### src/sfcd_pkg.sv
// shared types, constants and the crc-8 step for the sensor frame decoder
package sfcd_pkg;

	// frame layout
	localparam logic [3:0] FRAME_LEN   = 4'd9;
	localparam logic [3:0] POS_CRC_A   = 4'd2;
	localparam logic [3:0] POS_CRC_B   = 4'd5;
	localparam logic [3:0] POS_CRC_C   = 4'd8;
	localparam logic [3:0] POS_TEMP_HI = 4'd6;

	// crc-8, polynomial 0x31, msb first
	localparam logic [7:0] CRC_INIT = 8'hFF;
	localparam logic [7:0] CRC_POLY = 8'h31;
	localparam logic [7:0] CRC_MSB  = 8'h80;

	// fahrenheit offset in hundredths (32 degrees)
	localparam logic signed [16:0] TEMP_OFFSET = 17'sd3200;

	// division by nine as multiply by ceil(2^23 / 9), exact for values below 2^19
	localparam int unsigned RECIP_SHIFT = 23;
	localparam logic [19:0] RECIP_NINE  = 20'd932068;

	// magnitude width of (raw - offset) * 5
	localparam int unsigned MAG_W  = 19;
	localparam int unsigned TEMP_W = 17;

	typedef logic [MAG_W-1:0]         mag_t;
	typedef logic signed [TEMP_W-1:0] temp_t;

	// one byte through the crc register, eight shift steps
	function automatic logic [7:0] crc8_update(input logic [7:0] crc, input logic [7:0] data);
		logic [7:0] c;
		c = crc ^ data;
		for (int i = 0; i < 8; i++) begin
			if ((c & CRC_MSB) != 8'h00) begin
				c = {c[6:0], 1'b0} ^ CRC_POLY;
			end else begin
				c = {c[6:0], 1'b0};
			end
		end
		return c;
	endfunction

endpackage

### src/sfcd_if.sv
// valid/ready channel interfaces for received bytes and decoded results

interface sfcd_rx_if;
	logic       valid;
	logic       ready;
	logic [7:0] rx_byte;
	logic       frame_start;

	modport source (output valid, output rx_byte, output frame_start, input ready);
	modport sink   (input valid, input rx_byte, input frame_start, output ready);
endinterface

interface sfcd_res_if;
	logic                  valid;
	logic                  ready;
	logic                  status;
	logic [31:0]           co2_ppm;
	sfcd_pkg::temp_t       temp_centi_c;

	modport source (output valid, output status, output co2_ppm, output temp_centi_c,
		input ready);
	modport sink   (input valid, input status, input co2_ppm, input temp_centi_c,
		output ready);
endinterface

### src/sensor_frame_crc8_decoder.sv
// top level: nine-byte sensor frame decoder with crc-8 checks per group
//
// Bytes enter on rx, one item per byte, frame_start marking byte 0 of a frame.
// Each group of two data bytes and a crc byte is checked with crc-8 (0x31,
// init 0xFF). After the ninth byte one result item leaves on res with status,
// co2_ppm (bytes 0,1,3,4) and temp_centi_c; on a crc failure the two values
// are zero. Bytes after the ninth without frame_start are dropped.
// Throughput: one byte per cycle while rx.ready is high. Frame state is updated as the
// byte is taken; the ninth byte loads stage s1 (offset, scale by five, magnitude), and
// from s1 the output register takes the reciprocal-multiply division by nine.
// A stalled receiver holds the result in the output register while s1 holds
// one more; rx.ready drops only when both are full.
// Reset clears the frame position and flags and sets the crc to 0xFF; the
// first bytes after reset continue a frame from byte 0.
module sensor_frame_crc8_decoder (
	input  logic               clk,
	input  logic               arst_n,
	sfcd_rx_if.sink            rx,
	sfcd_res_if.source         res
);

	// frame state
	logic [3:0]  pos_q;
	logic [7:0]  crc_q;
	logic [31:0] co2_q;
	logic [15:0] raw_q;
	logic        err_q;

	// stage s1 and output register
	logic              valid_s1;
	logic              status_s1;
	logic [31:0]       co2_s1;
	sfcd_pkg::mag_t    mag_s1;
	logic              neg_s1;
	logic              out_valid_q;
	logic              status_q;
	logic [31:0]       co2_out_q;
	sfcd_pkg::temp_t   temp_out_q;

	logic            accept;
	logic            adv_s1;
	logic [3:0]      pos_eff;
	logic [7:0]      crc_eff;
	logic [31:0]     co2_eff;
	logic [15:0]     raw_eff;
	logic            err_eff;
	logic            in_frame;
	logic            is_crc;
	logic            done;
	logic            err_new;
	logic signed [16:0] diff;
	logic signed [19:0] scaled;
	sfcd_pkg::mag_t  mag;
	sfcd_pkg::temp_t temp_conv;

	// handshake
	assign adv_s1   = !out_valid_q || res.ready;
	assign rx.ready = !valid_s1 || adv_s1;
	assign accept   = rx.valid && rx.ready;

	// state seen by this byte, cleared on frame start (crc set to its init value)
	always_comb begin
		pos_eff  = rx.frame_start ? 4'd0 : pos_q;
		crc_eff  = rx.frame_start ? sfcd_pkg::CRC_INIT : crc_q;
		co2_eff  = rx.frame_start ? 32'd0 : co2_q;
		raw_eff  = rx.frame_start ? 16'd0 : raw_q;
		err_eff  = rx.frame_start ? 1'b0 : err_q;
		in_frame = pos_eff < sfcd_pkg::FRAME_LEN;
		is_crc   = (pos_eff == sfcd_pkg::POS_CRC_A) || (pos_eff == sfcd_pkg::POS_CRC_B) ||
			(pos_eff == sfcd_pkg::POS_CRC_C);
		done     = pos_eff == sfcd_pkg::POS_CRC_C;
		err_new  = err_eff || (is_crc && (rx.rx_byte != crc_eff));
	end

	// temperature offset, times five, split into sign and magnitude
	always_comb begin
		diff   = $signed({1'b0, raw_eff}) - sfcd_pkg::TEMP_OFFSET;
		scaled = 20'(diff) + (20'(diff) <<< 2);
		mag    = scaled[19] ? sfcd_pkg::mag_t'(-scaled) : sfcd_pkg::mag_t'(scaled);
	end

	// frame state update
	always_ff @(posedge clk or negedge arst_n) begin
		if (!arst_n) begin
			pos_q <= 4'd0;
			crc_q <= sfcd_pkg::CRC_INIT;
			co2_q <= 32'd0;
			raw_q <= 16'd0;
			err_q <= 1'b0;
		end else if (accept) begin
			if (in_frame) begin
				pos_q <= pos_eff + 4'd1;
				err_q <= err_new;
				crc_q <= is_crc ? sfcd_pkg::CRC_INIT : sfcd_pkg::crc8_update(crc_eff, rx.rx_byte);
				if (!is_crc && pos_eff < sfcd_pkg::POS_TEMP_HI) begin
					co2_q <= {co2_eff[23:0], rx.rx_byte};
				end else begin
					co2_q <= co2_eff;
				end
				if (!is_crc && pos_eff >= sfcd_pkg::POS_TEMP_HI) begin
					raw_q <= {raw_eff[7:0], rx.rx_byte};
				end else begin
					raw_q <= raw_eff;
				end
			end else begin
				pos_q <= pos_eff;
			end
		end
	end

	// stage s1 valid
	always_ff @(posedge clk or negedge arst_n) begin
		if (!arst_n) begin
			valid_s1 <= 1'b0;
		end else if (accept && done) begin
			valid_s1 <= 1'b1;
		end else if (adv_s1) begin
			valid_s1 <= 1'b0;
		end
	end

	// stage s1 payload
	always_ff @(posedge clk) begin
		if (accept && done) begin
			status_s1 <= err_new;
			co2_s1    <= co2_eff;
			mag_s1    <= mag;
			neg_s1    <= scaled[19];
		end
	end

	sfcd_temp_conv u_conv (
		.mag  (mag_s1),
		.neg  (neg_s1),
		.temp (temp_conv)
	);

	// output register valid
	always_ff @(posedge clk or negedge arst_n) begin
		if (!arst_n) begin
			out_valid_q <= 1'b0;
		end else if (adv_s1) begin
			out_valid_q <= valid_s1;
		end
	end

	// output register payload, values forced to zero on crc failure
	always_ff @(posedge clk) begin
		if (adv_s1 && valid_s1) begin
			status_q   <= status_s1;
			co2_out_q  <= status_s1 ? 32'd0 : co2_s1;
			temp_out_q <= status_s1 ? '0 : temp_conv;
		end
	end

	assign res.valid        = out_valid_q;
	assign res.status       = status_q;
	assign res.co2_ppm      = co2_out_q;
	assign res.temp_centi_c = temp_out_q;

	// position never runs past the frame length
	a_pos_range: assert property (@(posedge clk) disable iff (!arst_n)
		pos_q <= sfcd_pkg::FRAME_LEN)
		else $error("frame position beyond frame length");

	// a failed frame carries zero values
	a_fail_zero: assert property (@(posedge clk) disable iff (!arst_n)
		(res.valid && res.status) |-> (res.co2_ppm == 32'd0 && res.temp_centi_c == '0))
		else $error("failed frame with nonzero values");

	// the last byte of a frame fills stage s1
	a_done_s1: assert property (@(posedge clk) disable iff (!arst_n)
		(accept && done) |=> valid_s1)
		else $error("frame end lost before stage s1");

	// no byte taken while both result stages are full and stalled
	a_stall: assert property (@(posedge clk) disable iff (!arst_n)
		(valid_s1 && out_valid_q && !res.ready) |-> !rx.ready)
		else $error("byte taken with full pipeline");

endmodule

### src/sfcd_temp_conv.sv
// magnitude of (raw - 3200) * 5 divided by nine with sign restored
module sfcd_temp_conv (
	input  sfcd_pkg::mag_t  mag,
	input  logic            neg,
	output sfcd_pkg::temp_t temp
);

	logic [38:0] prod;
	logic [15:0] quot;

	// reciprocal multiply, quotient truncated
	always_comb begin
		prod = 39'(mag) * 39'(sfcd_pkg::RECIP_NINE);
		quot = prod[sfcd_pkg::RECIP_SHIFT +: 16];
	end

	// truncation toward zero: negate the magnitude quotient
	assign temp = neg ? -sfcd_pkg::temp_t'({1'b0, quot}) : sfcd_pkg::temp_t'({1'b0, quot});

endmodule
### src/flat_wrapper.sv
// flat-port wrapper written by rule: the top's interface ports become plain ports
module sensor_frame_crc8_decoder_flat 
  (clk, arst_n, rx_valid, rx_rx_byte, rx_frame_start, rx_ready, res_valid, res_status, res_co2_ppm, res_temp_centi_c, res_ready);
  sfcd_rx_if rx_i ();
  sfcd_res_if res_i ();
  input  logic clk;
  input  logic arst_n;
  input wire logic [$bits(rx_i.valid)-1:0] rx_valid;
  input wire logic [$bits(rx_i.rx_byte)-1:0] rx_rx_byte;
  input wire logic [$bits(rx_i.frame_start)-1:0] rx_frame_start;
  output wire logic [$bits(rx_i.ready)-1:0] rx_ready;
  output wire logic [$bits(res_i.valid)-1:0] res_valid;
  output wire logic [$bits(res_i.status)-1:0] res_status;
  output wire logic [$bits(res_i.co2_ppm)-1:0] res_co2_ppm;
  output wire logic [$bits(res_i.temp_centi_c)-1:0] res_temp_centi_c;
  input wire logic [$bits(res_i.ready)-1:0] res_ready;
  assign rx_i.valid = rx_valid;
  assign rx_i.rx_byte = rx_rx_byte;
  assign rx_i.frame_start = rx_frame_start;
  assign rx_ready = rx_i.ready;
  assign res_valid = res_i.valid;
  assign res_status = res_i.status;
  assign res_co2_ppm = res_i.co2_ppm;
  assign res_temp_centi_c = res_i.temp_centi_c;
  assign res_i.ready = res_ready;
  sensor_frame_crc8_decoder u_core (.clk(clk), .arst_n(arst_n), .rx(rx_i), .res(res_i));
endmodule
### config.mk
export PLATFORM = sky130hd
export DESIGN_NAME = sensor_frame_crc8_decoder_flat
export DESIGN_NICKNAME = d
export VERILOG_FILES = /design/src/sfcd_pkg.sv /design/src/sfcd_if.sv /design/src/sensor_frame_crc8_decoder.sv /design/src/sfcd_temp_conv.sv /design/src/flat_wrapper.sv
export SDC_FILE = /design/constraint.sdc
export NUM_CORES = 1
export LEC_CHECK = 0
export BUFFER_PORTS_ARGS = -buffer_cell sky130_fd_sc_hd__buf_2
export CAP_MARGIN = 20
export CORE_ASPECT_RATIO = 0.6
export CORE_MARGIN = 2
export CORE_UTILIZATION = 65
export CTS_CLUSTER_SIZE = 40
export DETAILED_ROUTE_END_ITERATION = 10
export PLACE_DENSITY = 0.94
export SLEW_MARGIN = 10
export SYNTH_ARGS = -nofsm -noshare
export SYNTH_HDL_FRONTEND = slang
export SYNTH_SLANG_ARGS = --single-unit
### constraint.sdc
create_clock -name clk -period 11.6 [get_ports clk]
set_clock_uncertainty 0.15 [all_clocks]
set_input_delay 2.32 -clock clk [delete_from_list [all_inputs] [get_ports clk]]
set_output_delay 2.32 -clock clk [all_outputs]
set_load 0.1 [all_outputs]
==> results by stage <==
Floorplan:
- The effective utilization at floorplan is 0.656.
- The die width is 191 um.
- The die covers 22200 um^2.
- The overall die height is 116 um.
- The I/O pin count is 65.
- After floorplanning, the core was divided into 41 placement rows.
- The floorplan core area is 20800 um^2.

Layout:
- The repair_antennas step left the layout with diodes totalling 0.
- Once layout is complete, the utilization of the core stands at 0.710.
- The final cell area excluding filler cells is 14800 um^2.
- The net count of the finished layout is 1640.
- Of the cells placed in the final design, the portion with a size suffix greater than 1 is 0.108.
- The area growth from synthesis to layout is 8.16%.

Placement:
- The half-perimeter wire length after placement is 24.7 mm.
- The area of placed instances is 14200 um^2.
- The final RePlAce weighted congestion is 0.950.
- In this run the tool buffered the top-level ports with 64 buffer cells.

Run status:
- The flow ran to the end, and the final reports show no timing, DRC or antenna violations.

Global route:
- The residual overflow from global routing is 0.
- The number of antenna violations at the first check in global routing is 0.
- Entering global routing, the biggest net connects 95 pins.
- The via count of the first global-routing pass came to 10004.
- The first-pass GRT wire length is 51.9 mm.
- The combined global-route utilization of all metal layers is 0.302.

Timing:
- Counting I/O delays and the setup requirement, the final critical path takes 7.01 ns.
- Setup repair after global routing left no endpoint under its margin.
- The final-report setup violation count is 0.
- The hold violation count in the final report was 0.
- The headroom to the max-slew limit is 0.344.
- For the pin with the worst max-slew slack, the measured transition is 0.984 ns.
- The sum of negative setup slack is 0 ns.
- The part of the cycle the worst path needs is 0.604.
- Timing would allow up to 143 MHz.
- The number of max-slew violations in the final report is 0.

Route:
- The per-cell routed wire length is 19.8 um.
- Before antenna repair, the detailed router went through 7 iterations.
- Summed over all layers, the routed wires come to 33.0 mm.
- In the routed design, unresolved DRC markers number 0.
- Detailed routing inserted a total of 10396 vias.
- After detailed routing, the number of vias per cell comes to 6.23.
- The DRC violation total after the first TritonRoute iteration is 1378.
- In this run the remaining antenna-violating nets after routing total 0.

Setup path:
- The worst setup path is captured at a flip-flop.
- Among the stages of the critical path, the cell type that occurs most often is sky130_fd_sc_hd__inv_1.
- The cell type of the slowest stage on the worst timing path is sky130_fd_sc_hd__fa_1.
- The setup check on the worst reg-to-reg path leaves a slack of 4.59 ns.
- The number of buffers and inverters on the critical path is 6.
- The largest driver fanout on the critical path is 6.
- Data on the critical path is required at its endpoint by 11.63 ns.
- On the worst path, the slowest cell contributes a delay of 0.56 ns.
- Broken down by cell family, the worst path's largest delay share belongs to adder cells.
- Data arrives at the worst endpoint at 7.04 ns.
- The endpoint of the worst register-to-register path is u_core.res.temp_centi_c[15].
- In this run the worst setup path begins at u_core.mag_s1[1].
- The worst register-to-register path begins at u_core.mag_s1[1].
- The sort of element at the start of the critical path is a flip-flop.
- The critical path is of the reg -> reg type.
- The critical path goes through inv_1, fa_1, inv_1, ha_1, inv_1, fa_1, inv_1, fa_1, fa_1, inv_1, fa_1, inv_1, ha_1, a21oi_1, o21ai_0, a21oi_2, a32oi_1, xnor2_1, o2111ai_1, nor3_1, a41oi_2, mux2_4.
- The worst register-to-register path has a depth of 22.

Synth:
- The number of warnings issued by yosys is 0.
- Synthesis produced 1331 cells.
- The share of synthesized area in the top cell type comes to 0.226.
- The most common cell in the synthesized netlist is sky130_fd_sc_hd__inv_1.
- In this run, synthesis produced a sequential element count of 166.
- For this run, the leading register cell type out of synthesis is sky130_fd_sc_hd__edfxtp_1.
- The count of flip-flops with a built-in enable after synthesis is 103.
- Ranked by instance count, the synthesized netlist is headed by sky130_fd_sc_hd__inv_1 (181), sky130_fd_sc_hd__ha_1 (163), sky130_fd_sc_hd__edfxtp_1 (103).
- In the synthesized netlist the async set-or-reset flop fraction comes to 0.380.
- The count of unique library cells instantiated by Yosys is 81.
- The synthesized design spends more area on one cell type than any other, namely sky130_fd_sc_hd__edfxtp_1.
- The netlist area before placement is 13700 um^2.
- The sequential fraction of the synthesis area is 0.342.
- The synthesized area per cell is 10.3 um^2.
- When the netlist entered floorplanning its net count stood at 1594.
- Yosys attributes the largest share of cell area to sky130_fd_sc_hd__edfxtp_1 (23%), sky130_fd_sc_hd__ha_1 (15%), sky130_fd_sc_hd__fa_1 (13%), sky130_fd_sc_hd__dfrtp_1 (10%), sky130_fd_sc_hd__inv_1 (5.0%).

Clock tree:
- The total setup buffers inserted after CTS is 0.
- The clock slew seen by the registers of the worst setup and hold paths is 0.07 ns.
- The total number of clock tree sinks is 166.
- For the worst-skew pair, the clock arrives at the later sink with an insertion delay of 0.44 ns.
- The largest buffer count on any clock path is 2.
- The tree is rooted in a sky130_fd_sc_hd__clkbuf_16.
- The number of hold buffers added after CTS was 0.
- The count of H-tree levels built during CTS is 4.
- Gates resized during post-CTS repair numbered 0.
- The number of buffers created by CTS is 17.
- TritonCTS built the clock tree.

Hold path:
- The startpoint of the tightest hold check path is u_core.valid_s1.
- The path class of the lowest-slack min-delay path is reg -> reg.
- For hold timing, the worst endpoint is u_core.res.valid.
- The worst hold path cell count is 2.

Power and ir drop:
- The maximum resistive drop on vdd is 0.115 mV.
- The ratio of total power to cell area is 115 nW/um^2.
- The reported leakage power is 6.74 nW.

Job:
- The total of max-cap violations is 0.
worst register-to-register path, cell delays in order (launching register included):
cell and delay (ns):
sky130_fd_sc_hd__edfxtp_1 0.41, sky130_fd_sc_hd__inv_1 0.09, sky130_fd_sc_hd__fa_1 0.56, sky130_fd_sc_hd__inv_1 0.06, sky130_fd_sc_hd__ha_1 0.35, sky130_fd_sc_hd__inv_1 0.08, sky130_fd_sc_hd__fa_1 0.54, sky130_fd_sc_hd__inv_1 0.05
sky130_fd_sc_hd__fa_1 0.50, sky130_fd_sc_hd__fa_1 0.54, sky130_fd_sc_hd__inv_1 0.05, sky130_fd_sc_hd__fa_1 0.53, sky130_fd_sc_hd__inv_1 0.04, sky130_fd_sc_hd__ha_1 0.36, sky130_fd_sc_hd__a21oi_1 0.29, sky130_fd_sc_hd__o21ai_0 0.16
sky130_fd_sc_hd__a21oi_2 0.24, sky130_fd_sc_hd__a32oi_1 0.16, sky130_fd_sc_hd__xnor2_1 0.35, sky130_fd_sc_hd__o2111ai_1 0.37, sky130_fd_sc_hd__nor3_1 0.37, sky130_fd_sc_hd__a41oi_2 0.18, sky130_fd_sc_hd__mux2_4 0.32
layout make-up:
class                      instances  area [um^2]
sequential                       166         4680
fill                            1381         6040
multi-input combinational        937         8120
clock buffer                      18          439
tap                              279          349
timing repair buffer              72          393
inverter                         183          687
clock inverter                    14          116
through the flow:
step	setup WS, ns	power, mW	instances	hold WS [ns]
finish	4.59	1.70	1669	0.333
global route	4.24	1.77	1669	0.381
CTS	4.63	1.68	1667	0.335
floorplan	5.11	1.05	1331	0.274
global placement	4.76	1.13	1635	0.300
detailed placement	4.54	1.15	1635	0.318
state kept, by name, indices dropped and copies added, names as in the netlist:
register / flops
u_core.valid_s1: 1
u_core.co2_s1: 32
u_core.co2_q: 32
u_core.res.status: 1
u_core.mag_s1: 19
u_core.err_q: 1
u_core.res.valid: 1
u_core.crc_q: 8
u_core.neg_s1: 1
u_core.pos_q: 4
u_core.raw_q: 16
u_core.res.temp_centi_c: 17
u_core.status_s1: 1
u_core.res.co2_ppm: 32
routing by layer:
| layer | track usage | routed length (um) | vias up |
|---|---|---|---|
| li1 | - | - | 4685 |
| met1 | 0.440 | 14400 | 5087 |
| met2 | 0.456 | 14300 | 558 |
| met3 | 0.0820 | 3680 | 66 |
| met4 | 0.0656 | 559 | 0 |
| met5 | 0 | 0 | - |
worst max-delay path by stage:
| stage | cells after the start | slack, ns | to |
|---|---|---|---|
| 6_report | 22 | 4.59 | u_core.res.temp_centi_c[15] |
| 5_1_grt | 20 | 4.24 | u_core.res.temp_centi_c[14] |
| 4_1_cts | 22 | 4.63 | u_core.res.temp_centi_c[15] |
| 3_5_place_dp | 16 | 4.54 | u_core.mag_s1[17] |
| 3_3_place_gp | 20 | 4.76 | u_core.res.temp_centi_c[8] |
| 2_1_floorplan | 19 | 5.11 | u_core.mag_s1[18] |
cells by family (layout without fill, tap and decap cells):
family | after synthesis | count (layout) | synth area share
xor+xnor | 78 | 78 | 0.0515
buf+inv | 228 | 287 | 0.0639
compound gates | 285 | 285 | 0.141
flops | 166 | 166 | 0.342
simple gates | 316 | 316 | 0.118
fa+ha+maj | 250 | 250 | 0.277
mux | 8 | 8 | 0.00696
power breakdown:
group / internal, mW / switching, mW / leakage, nW
clock network: 0.285 / 0.254 / 0.268
logic: 0.174 / 0.263 / 4.71
registers: 0.679 / 0.0404 / 1.76
total: 1.14 / 0.558 / 6.74
cell usage in the layout (no fill, tap or decap), types with 15 or more instances in the layout:
master,n
sky130_fd_sc_hd__inv_1,181
sky130_fd_sc_hd__ha_1,163
sky130_fd_sc_hd__edfxtp_1,103
sky130_fd_sc_hd__nand2_1,87
sky130_fd_sc_hd__fa_1,87
sky130_fd_sc_hd__nor2b_1,76
sky130_fd_sc_hd__a21oi_1,72
sky130_fd_sc_hd__buf_2,64
sky130_fd_sc_hd__o21ai_0,62
sky130_fd_sc_hd__nor2_1,61
sky130_fd_sc_hd__dfrtp_1,55
sky130_fd_sc_hd__xnor2_1,47
sky130_fd_sc_hd__a22oi_1,35
sky130_fd_sc_hd__xor2_1,29
sky130_fd_sc_hd__nor3_1,18
sky130_fd_sc_hd__a21o_1,17
sky130_fd_sc_hd__a22o_1,17
sky130_fd_sc_hd__clkbuf_16,17
sky130_fd_sc_hd__nand3_1,15
Power figures use the tool's default switching activity.
